--- config.mk ---
export PLATFORM = sky130hd
export DESIGN_NAME = heading_hold_spin_controller
export DESIGN_NICKNAME = d
export VERILOG_FILES = /design/src/hw/rtl/hhs_pkg.sv /design/src/hw/rtl/hhs_regs.sv /design/src/hw/rtl/hhs_state.sv /design/src/hw/rtl/hhs_pid.sv /design/src/hw/rtl/heading_hold_spin_controller.sv
export SDC_FILE = /design/constraint.sdc
export NUM_CORES = 2
export LEC_CHECK = 0
export BUFFER_PORTS_ARGS = -buffer_cell sky130_fd_sc_hd__buf_4
export CORE_ASPECT_RATIO = 1.5
export CORE_UTILIZATION = 25
export DETAILED_ROUTE_END_ITERATION = 12
export SLEW_MARGIN = 5
export SYNTH_ARGS = -nofsm -noshare
export SYNTH_HDL_FRONTEND = slang
export SYNTH_HIERARCHICAL = 1
export SYNTH_SLANG_ARGS = --single-unit
--- constraint.sdc ---
create_clock -name clk -period 7.6 [get_ports clk]
set_input_delay 1.9 -clock clk [delete_from_list [all_inputs] [get_ports clk]]
set_output_delay 1.9 -clock clk [all_outputs]
set_load 0.01 [all_outputs]
--- src/hw/rtl/hhs_pkg.sv ---
// ----------------------------------------------------------------------------
// hhs_pkg
// Types, register map and reset values for the heading hold spin controller.
// ----------------------------------------------------------------------------
package hhs_pkg;

	localparam int unsigned AddrW = 5;

	localparam logic [2:0] REG_PROP_GAIN      = 3'd0;
	localparam logic [2:0] REG_INTEG_GAIN     = 3'd1;
	localparam logic [2:0] REG_DERIV_GAIN     = 3'd2;
	localparam logic [2:0] REG_INTEGRAL_LIMIT = 3'd3;
	localparam logic [2:0] REG_SPIN_STEP      = 3'd4;
	localparam logic [2:0] REG_SPIN_LIMIT     = 3'd5;

	localparam logic [9:0]  RST_PROP_GAIN      = 10'd60;
	localparam logic [9:0]  RST_INTEG_GAIN     = 10'd0;
	localparam logic [9:0]  RST_DERIV_GAIN     = 10'd30;
	localparam logic [19:0] RST_INTEGRAL_LIMIT = 20'd3200;
	localparam logic [14:0] RST_SPIN_STEP      = 15'd5;
	localparam logic [14:0] RST_SPIN_LIMIT     = 15'd300;

	typedef struct packed {
		logic               remote_mode;
		logic signed [15:0] lin_vx;
		logic signed [15:0] lin_vy;
		logic signed [15:0] spin_request;
		logic signed [23:0] heading;
	} hhs_cmd_t;

	typedef struct packed {
		logic signed [15:0] out_vx;
		logic signed [15:0] out_vy;
		logic signed [15:0] out_spin;
	} hhs_res_t;

	typedef struct packed {
		logic [9:0]  prop_gain;
		logic [9:0]  integ_gain;
		logic [9:0]  deriv_gain;
		logic [19:0] integral_limit;
		logic [14:0] spin_step;
		logic [14:0] spin_limit;
	} hhs_cfg_t;

	typedef struct packed {
		logic               hold;
		logic signed [15:0] ramp_spin;
		logic signed [15:0] vx;
		logic signed [15:0] vy;
		logic signed [24:0] err;
		logic signed [31:0] integ;
		logic signed [25:0] derr;
	} hhs_upd_t;

	typedef struct packed {
		logic               valid;
		logic               hold;
	} hhs_stat_t;

endpackage

--- src/hw/rtl/hhs_regs.sv ---
// ----------------------------------------------------------------------------
// hhs_regs
// APB register file holding the gains, limits and ramp step.
// ----------------------------------------------------------------------------
module hhs_regs (
	input  logic                      clk,
	input  logic                      arst_n,
	input  logic                      psel,
	input  logic                      penable,
	input  logic                      pwrite,
	input  logic [hhs_pkg::AddrW-1:0] paddr,
	input  logic [31:0]               pwdata,
	output logic [31:0]               prdata,
	output logic                      pready,
	output hhs_pkg::hhs_cfg_t         cfg
);

	hhs_pkg::hhs_cfg_t cfg_q;
	logic [2:0]        idx;
	logic              wr;

	assign idx    = paddr[4:2];
	assign wr     = psel && penable && pwrite;
	assign pready = 1'b1;
	assign cfg    = cfg_q;

	always_ff @(posedge clk or negedge arst_n) begin
		if (!arst_n) begin
			cfg_q.prop_gain      <= hhs_pkg::RST_PROP_GAIN;
			cfg_q.integ_gain     <= hhs_pkg::RST_INTEG_GAIN;
			cfg_q.deriv_gain     <= hhs_pkg::RST_DERIV_GAIN;
			cfg_q.integral_limit <= hhs_pkg::RST_INTEGRAL_LIMIT;
			cfg_q.spin_step      <= hhs_pkg::RST_SPIN_STEP;
			cfg_q.spin_limit     <= hhs_pkg::RST_SPIN_LIMIT;
		end else if (wr) begin
			case (idx)
				hhs_pkg::REG_PROP_GAIN:      cfg_q.prop_gain      <= pwdata[9:0];
				hhs_pkg::REG_INTEG_GAIN:     cfg_q.integ_gain     <= pwdata[9:0];
				hhs_pkg::REG_DERIV_GAIN:     cfg_q.deriv_gain     <= pwdata[9:0];
				hhs_pkg::REG_INTEGRAL_LIMIT: cfg_q.integral_limit <= pwdata[19:0];
				hhs_pkg::REG_SPIN_STEP:      cfg_q.spin_step      <= pwdata[14:0];
				hhs_pkg::REG_SPIN_LIMIT:     cfg_q.spin_limit     <= pwdata[14:0];
				default: ;
			endcase
		end
	end

	always_comb begin
		case (idx)
			hhs_pkg::REG_PROP_GAIN:      prdata = {22'd0, cfg_q.prop_gain};
			hhs_pkg::REG_INTEG_GAIN:     prdata = {22'd0, cfg_q.integ_gain};
			hhs_pkg::REG_DERIV_GAIN:     prdata = {22'd0, cfg_q.deriv_gain};
			hhs_pkg::REG_INTEGRAL_LIMIT: prdata = {12'd0, cfg_q.integral_limit};
			hhs_pkg::REG_SPIN_STEP:      prdata = {17'd0, cfg_q.spin_step};
			hhs_pkg::REG_SPIN_LIMIT:     prdata = {17'd0, cfg_q.spin_limit};
			default:                     prdata = 32'd0;
		endcase
	end

endmodule

--- src/hw/rtl/hhs_state.sv ---
// ----------------------------------------------------------------------------
// hhs_state
// Spin ramp, target capture and PID error/integral update, one request per
// cycle while stage two loads; update fields are registered into stage two.
// ----------------------------------------------------------------------------
module hhs_state (
	input  logic              clk,
	input  logic              arst_n,
	input  hhs_pkg::hhs_cmd_t cmd_s1,
	input  logic              adv,
	input  logic              load_s2,
	input  hhs_pkg::hhs_cfg_t cfg,
	output hhs_pkg::hhs_upd_t upd_s2
);

	logic signed [15:0] ramped_q;
	logic signed [23:0] target_q;
	logic signed [31:0] integ_q;
	logic signed [24:0] last_err_q;

	logic               ramp_act;
	logic signed [16:0] rdiff;
	logic        [16:0] rmag;
	logic signed [15:0] ramp_nx;
	logic signed [23:0] target_nx;
	logic signed [24:0] err;
	logic signed [32:0] isum;
	logic signed [32:0] ilim;
	logic signed [31:0] integ_nx;
	logic signed [25:0] derr;
	hhs_pkg::hhs_upd_t  upd;

	always_comb begin
		ramp_act = (cmd_s1.spin_request != 16'sd0) || (ramped_q != 16'sd0);
		rdiff    = 17'(cmd_s1.spin_request) - 17'(ramped_q);
		rmag     = rdiff[16] ? 17'(-rdiff) : 17'(rdiff);
		if (rmag > {2'b00, cfg.spin_step}) begin
			if (rdiff > 17'sd0) begin
				ramp_nx = ramped_q + $signed({1'b0, cfg.spin_step});
			end else begin
				ramp_nx = ramped_q - $signed({1'b0, cfg.spin_step});
			end
		end else begin
			ramp_nx = cmd_s1.spin_request;
		end
		target_nx = (ramp_nx == 16'sd0) ? cmd_s1.heading : target_q;

		err  = 25'(cmd_s1.heading) - 25'(target_q);
		isum = 33'(integ_q) + 33'(err);
		ilim = $signed({13'd0, cfg.integral_limit});
		if (cfg.integral_limit != 20'd0) begin
			if (isum > ilim) begin
				integ_nx = 32'(ilim);
			end else if (isum < -ilim) begin
				integ_nx = 32'(-ilim);
			end else begin
				integ_nx = isum[31:0];
			end
		end else begin
			if (isum > 33'sh0_7FFF_FFFF) begin
				integ_nx = 32'sh7FFF_FFFF;
			end else if (isum < -33'sh0_8000_0000) begin
				integ_nx = 32'sh8000_0000;
			end else begin
				integ_nx = isum[31:0];
			end
		end
		derr = 26'(err) - 26'(last_err_q);

		upd.hold      = !ramp_act;
		upd.ramp_spin = ramp_nx;
		upd.vx        = cmd_s1.lin_vx;
		upd.vy        = cmd_s1.lin_vy;
		upd.err       = err;
		upd.integ     = integ_nx;
		upd.derr      = derr;
	end

	always_ff @(posedge clk or negedge arst_n) begin
		if (!arst_n) begin
			ramped_q   <= '0;
			target_q   <= '0;
			integ_q    <= '0;
			last_err_q <= '0;
		end else if (adv) begin
			if (ramp_act) begin
				ramped_q <= ramp_nx;
				target_q <= target_nx;
			end else begin
				integ_q    <= integ_nx;
				last_err_q <= err;
			end
		end
	end

	always_ff @(posedge clk) begin
		if (load_s2) begin
			upd_s2 <= upd;
		end
	end

endmodule

--- src/hw/rtl/hhs_pid.sv ---
// ----------------------------------------------------------------------------
// hhs_pid
// PID products registered in stage three, then sum, divide by 16 toward
// zero and clamp to the spin limit; the ramp spin is used outside hold.
// ----------------------------------------------------------------------------
module hhs_pid (
	input  logic              clk,
	input  hhs_pkg::hhs_upd_t upd_s2,
	input  logic              load_s3,
	input  hhs_pkg::hhs_cfg_t cfg,
	output hhs_pkg::hhs_res_t res,
	output logic              hold
);

	logic               hold_s3;
	logic signed [15:0] ramp_s3;
	logic signed [15:0] vx_s3;
	logic signed [15:0] vy_s3;
	logic signed [35:0] pp_s3;
	logic signed [42:0] pi_s3;
	logic signed [36:0] pd_s3;

	logic signed [43:0] u;
	logic signed [43:0] ub;
	logic signed [39:0] q;
	logic signed [39:0] lim;
	logic signed [15:0] pid_spin;

	always_ff @(posedge clk) begin
		if (load_s3) begin
			hold_s3 <= upd_s2.hold;
			ramp_s3 <= upd_s2.ramp_spin;
			vx_s3   <= upd_s2.vx;
			vy_s3   <= upd_s2.vy;
			pp_s3   <= $signed({1'b0, cfg.prop_gain}) * upd_s2.err;
			pi_s3   <= $signed({1'b0, cfg.integ_gain}) * upd_s2.integ;
			pd_s3   <= $signed({1'b0, cfg.deriv_gain}) * upd_s2.derr;
		end
	end

	always_comb begin
		u   = 44'(pp_s3) + 44'(pi_s3) + 44'(pd_s3);
		ub  = u[43] ? (u + 44'sd15) : u;
		q   = 40'(ub >>> 4);
		lim = $signed({25'd0, cfg.spin_limit});
		if (q > lim) begin
			pid_spin = 16'(lim);
		end else if (q < -lim) begin
			pid_spin = 16'(-lim);
		end else begin
			pid_spin = q[15:0];
		end
		res.out_vx   = vx_s3;
		res.out_vy   = vy_s3;
		res.out_spin = hold_s3 ? pid_spin : ramp_s3;
		hold         = hold_s3;
	end

endmodule

--- src/hw/rtl/heading_hold_spin_controller.sv ---
// ----------------------------------------------------------------------------
// heading_hold_spin_controller
// Remote command pass-through with slew-limited spin ramp and PID heading hold.
//
//   channel  dir  handshake                   payload
//   cmd      in   cmd_valid / cmd_ready       hhs_cmd_t
//   res      out  res_valid / res_ready       hhs_res_t
//   apb      in   psel penable pwrite pready  paddr pwdata prdata
//
// A request is taken every cycle unless all stages are full under a stalled
// output; its result passes the input register, state update, product
// registers and output register. Each stage advances when empty or when
// the stage after it advances, so bubbles close up under a stalled output.
// Requests with remote_mode low are dropped after the input register. Reset
// clears valid flags, ramp, target and PID state and loads register defaults.
// ----------------------------------------------------------------------------
module heading_hold_spin_controller (
	input  logic                      clk,
	input  logic                      arst_n,
	input  logic                      cmd_valid,
	output logic                      cmd_ready,
	input  hhs_pkg::hhs_cmd_t         cmd,
	output logic                      res_valid,
	input  logic                      res_ready,
	output hhs_pkg::hhs_res_t         res,
	input  logic                      psel,
	input  logic                      penable,
	input  logic                      pwrite,
	input  logic [hhs_pkg::AddrW-1:0] paddr,
	input  logic [31:0]               pwdata,
	output logic [31:0]               prdata,
	output logic                      pready
);

	hhs_pkg::hhs_cfg_t  cfg;
	hhs_pkg::hhs_cmd_t  cmd_s1;
	hhs_pkg::hhs_upd_t  upd_s2;
	hhs_pkg::hhs_res_t  res_c;
	hhs_pkg::hhs_res_t  res_q;
	hhs_pkg::hhs_stat_t st_s3;
	logic               v_s1;
	logic               v_s2;
	logic               v_s3;
	logic               res_valid_q;
	logic               load_out;
	logic               load_s3;
	logic               load_s2;
	logic               load_s1;
	logic               adv;
	logic               hold_s3;

	assign load_out  = !res_valid_q || res_ready;
	assign load_s3   = !v_s3 || load_out;
	assign load_s2   = !v_s2 || load_s3;
	assign load_s1   = !v_s1 || load_s2;
	assign cmd_ready = load_s1;
	assign adv       = v_s1 && cmd_s1.remote_mode && load_s2;
	assign res_valid = res_valid_q;
	assign res       = res_q;
	assign st_s3     = '{valid: v_s3, hold: hold_s3};

	hhs_regs u_regs (
		.clk     (clk),
		.arst_n  (arst_n),
		.psel    (psel),
		.penable (penable),
		.pwrite  (pwrite),
		.paddr   (paddr),
		.pwdata  (pwdata),
		.prdata  (prdata),
		.pready  (pready),
		.cfg     (cfg)
	);

	hhs_state u_state (
		.clk     (clk),
		.arst_n  (arst_n),
		.cmd_s1  (cmd_s1),
		.adv     (adv),
		.load_s2 (load_s2),
		.cfg     (cfg),
		.upd_s2  (upd_s2)
	);

	hhs_pid u_pid (
		.clk     (clk),
		.upd_s2  (upd_s2),
		.load_s3 (load_s3),
		.cfg     (cfg),
		.res     (res_c),
		.hold    (hold_s3)
	);

	always_ff @(posedge clk or negedge arst_n) begin
		if (!arst_n) begin
			v_s1        <= 1'b0;
			v_s2        <= 1'b0;
			v_s3        <= 1'b0;
			res_valid_q <= 1'b0;
		end else begin
			if (load_s1) begin
				v_s1 <= cmd_valid;
			end
			if (load_s2) begin
				v_s2 <= v_s1 && cmd_s1.remote_mode;
			end
			if (load_s3) begin
				v_s3 <= v_s2;
			end
			if (load_out) begin
				res_valid_q <= v_s3;
			end
		end
	end

	always_ff @(posedge clk) begin
		if (load_s1) begin
			cmd_s1 <= cmd;
		end
		if (load_out) begin
			res_q <= res_c;
		end
	end

`ifndef SYNTHESIS
	a_ready_when_out_free: assert property (@(posedge clk) disable iff (!arst_n)
		!res_valid_q |-> cmd_ready)
		else $error("cmd_ready low with empty output register");

	a_out_from_s3: assert property (@(posedge clk) disable iff (!arst_n)
		$rose(res_valid_q) |-> $past(v_s3))
		else $error("result appeared without a stage three request");

	a_hold_clamped: assert property (@(posedge clk) disable iff (!arst_n)
		(st_s3.valid && st_s3.hold) |->
		(($signed(res_c.out_spin) <= $signed({1'b0, cfg.spin_limit})) &&
		 ($signed(res_c.out_spin) >= -$signed({1'b0, cfg.spin_limit}))))
		else $error("hold spin outside spin limit");
`endif

endmodule

==> flow_metrics.env <==
export IMPL_status="completed"
export IMPL_layout_common_cells="942 x inv_1, 760 x fa_1, 624 x buf_4"
export IMPL_start_util_pct=25.2
export IMPL_r2r_end="u_state/target_q[0]"
export IMPL_io_pins=200
export IMPL_grt_pass1_wl_mm=313
export IMPL_row_count=229
export IMPL_coreArea_sq_mm=0.260
export IMPL_viasPerCell=4.66
export IMPL_drive_above_1_share_pct=16.6
export IMPL_seq_area_frac_synth_pct=26.2
export IMPL_clock_latency_ns=0.70
export IMPL_initialDrtViolationCount=2575
export IMPL_worstPathMaxFanout=6
export IMPL_crit_required_ns=8.15
export IMPL_rsz0062_at_grt="yes"
export IMPL_synthToLayoutAreaGrowth_pct=18.0
export IMPL_drc_errors=0
export IMPL_synthTopCellsByArea="fa_1 23%, edfxtp_1 19%, ha_1 10%"
export IMPL_final_util_pct=29.7
export IMPL_maxCapViolCount=0
export IMPL_reg2reg_from="cmd_s1[32]"
export IMPL_fin_area_sq_mm=0.0771
export IMPL_cts_max_path_buffers=3
export IMPL_slew_headroom_pct=17.7
export IMPL_synth_area_sq_mm=0.0653
export IMPL_synth_ff_type="edfxtp_1"
export IMPL_slew_viol_final=0
export IMPL_cts_root_buf="clkbuf_16"
export IMPL_synth_avg_cell_area_sq_um=9.95
export IMPL_postSynthCellCount=6564
export IMPL_hold_buffers=0
export IMPL_drt_pass1_iterations=6
export IMPL_dpl_instance_area_sq_mm=0.0732
export IMPL_numClockSinks=599
export IMPL_fin_crit_sh_pct=98.6
export IMPL_fmax_mhz=133
export IMPL_r2r_slack_ns=0.11
export IMPL_die_x_um=419
export IMPL_dieArea_sq_mm=0.263
export IMPL_cts_tree="yes"
export IMPL_wirelength_mm=206
export IMPL_cp_arrival_ns=8.05
export IMPL_path_class="reg -> reg"
export IMPL_gp_congestion=0.922
export IMPL_yosysTopAreaCell="fa_1"
export IMPL_grt_pass1_vias=52880
export IMPL_setup_violations_final=0
export IMPL_end_kind="flip-flop"
export IMPL_startpoint_type="flip-flop"
export IMPL_cts_made_buffers=68
export IMPL_ys_warn_count=6
export IMPL_yosysTopAreaCellShare_pct=23.4
export IMPL_dp_hpwl_mm=170
export IMPL_crit_path_start="cmd_s1[32]"
export IMPL_antenna_found_initial=17
export IMPL_ant_nets=0
export IMPL_skew_ns=0.0494
export IMPL_synth_edf_count=418
export IMPL_vias=49213
export IMPL_synth_cell_type_count=117
export IMPL_port_buffers=172
export IMPL_grt_usage_pct=15.6
export IMPL_die_y_um=628
export IMPL_post_route_min_period_ns=7.49
export IMPL_endpoint="u_state/target_q[0]"
export IMPL_hold_viol_final=0
export IMPL_multi_input_area_sq_mm=0.0447
export IMPL_overflow=0
export IMPL_clk_pin_slew_ns=0.07
export IMPL_cts_max_level=3
export IMPL_hp_class="reg -> reg"
export IMPL_wire_per_inst_um=19.5
export IMPL_grt_max_degree=135
export IMPL_synthArstFlopShare_pct=30.2
export IMPL_reg2regPathDepth=25
export IMPL_layout_nets=8438
export IMPL_whs_ns=0.413
export IMPL_fill_cells=27012
export IMPL_ys_seq_elements=599
export IMPL_layout_commonest_cell="inv_1"
export IMPL_seq_area_sq_mm=0.0171
export IMPL_worstMarginPinSlew_ns=1.23
## routing by layer
metal | wire length [um] | vias up | part of all wire [%] | track usage, %
met5 | 41 | - | 0.020 | 0
met4 | 19200 | 6 | 9.3 | 12.4
met3 | 7850 | 452 | 3.8 | 1.89
li1 | - | 22755 | - | -
met2 | 106000 | 1233 | 51 | 28.3
met1 | 73700 | 24767 | 36 | 16.1
## critical path, cell delays in order (launching register included)
cell and delay, ns:
edfxtp_1 0.52, ha_2 0.47, a21o_1 0.21, a21oi_1 0.09, nand2b_2 0.27, a31o_2 0.26, a31oi_4 0.18, xor2_2 0.12
or3_4 0.40, o41ai_4 0.35, buf_4 0.21, mux2i_4 0.26, ha_1 0.17, nor2b_4 0.13, o21ai_2 0.06, a21boi_1 0.27
nor2_1 0.10, or4b_1 0.55, or4_4 0.43, or4_4 0.44, or4_4 0.43, or4_4 0.44, o32ai_4 0.26, buf_12 0.20
clkbuf_16 0.19, mux2_1 0.33
## logic make-up after synthesis
logic type	Yosys count	share of synthesized area (%)
xor+xnor	310	4.22
fa+ha+maj	1293	33.5
compound gates	991	10.2
simple gates	1962	15.4
buf+inv	1210	7.13
mux	197	3.32
flops	599	26.2
other cells	2	0.0115
## state kept, by name, summed over array words and instances, names as in the netlist, 24 cells and up
name	count
cmd_s1	73
res	48
u_pid/pd_s3	37
u_pid/pi_s3	43
u_pid/pp_s3	36
u_regs/cfg	80
u_state/integ_q	32
u_state/last_err_q	25
u_state/target_q	24
u_state/upd_s2	132
## per-stage QoR
step / instances / setup WS [ns] / setup TNS, ns
4_1_cts: 10514 / 0.00164 / 0
6_report: 10560 / 0.105 / 0
3_3_place_gp: 10372 / -0.288 / -5.59
2_1_floorplan: 6575 / -0.323 / -19.42
3_5_place_dp: 10372 / -0.369 / -9.56
5_1_grt: 10557 / -0.138 / -2.99
## cell type report
| cell class | instances | area share [%] |
|---|---|---|
| Antenna cell | 11 | 0.0357 |
| Clock buffer | 79 | 2.29 |
| Clock inverter | 46 | 0.685 |
| Inverter | 949 | 4.63 |
| Multi-Input combinational cell | 4766 | 58.0 |
| Sequential cell | 599 | 22.2 |
| Tap cell | 3465 | 5.62 |
| Timing Repair Buffer | 645 | 6.56 |
## what timing repair did
item	4_1_cts	5_1_grt
pin swaps	15	79
setup endpoints to repair	85	105
hold endpoints to repair	0	0
gates cloned	1	2
buffers inserted	16	35
gates resized for setup	49	219
## how the worst min path moves through the flow
stage                             start                  to  slack, ns  cells past startpoint
floorplan                u_pid/vy_s3[0]             res[16]       0.40                      0
global placement     u_state/upd_s2[93]     u_pid/vy_s3[10]       0.40                      0
detailed placement       u_pid/vy_s3[2]             res[18]       0.40                      0
CTS                          cmd_s1[43]  u_state/upd_s2[86]       0.42                      0
global route        u_state/upd_s2[105]      u_pid/vx_s3[6]       0.42                      0
finish                       cmd_s1[43]  u_state/upd_s2[86]       0.41                      0
## Yosys cell counts (all sizes together), types with 12 or more instances
| master | instances |
|---|---|
| nand4 | 49 |
| dfrtp | 164 |
| a211oi | 42 |
| buf | 65 |
| a31oi | 37 |
| nand2 | 625 |
| inv | 949 |
| a41oi | 12 |
| and2 | 495 |
| nor4 | 34 |
| nand3 | 103 |
| a211o | 17 |
| or2 | 25 |
| dfstp | 17 |
| or4 | 20 |
| o21ai | 213 |
| a21oi | 262 |
| nor2b | 52 |
| o221ai | 14 |
| or3 | 30 |
| o31ai | 18 |
| o211ai | 35 |
| xor2 | 74 |
| o21a | 47 |
| clkbuf | 196 |
| mux2 | 158 |
| fa | 764 |
| a21o | 112 |
| nor2 | 283 |
| and3 | 40 |
| a21boi | 17 |
| nor3 | 107 |
| nand2b | 55 |
| ha | 528 |
| xnor2 | 235 |
| edfxtp | 418 |
| a2111oi | 12 |
| mux2i | 39 |
| o21bai | 31 |
| o2111ai | 23 |
Power is not shown: default switching activity piles up to over one toggle a cycle in this logic, so the estimate is an artifact.
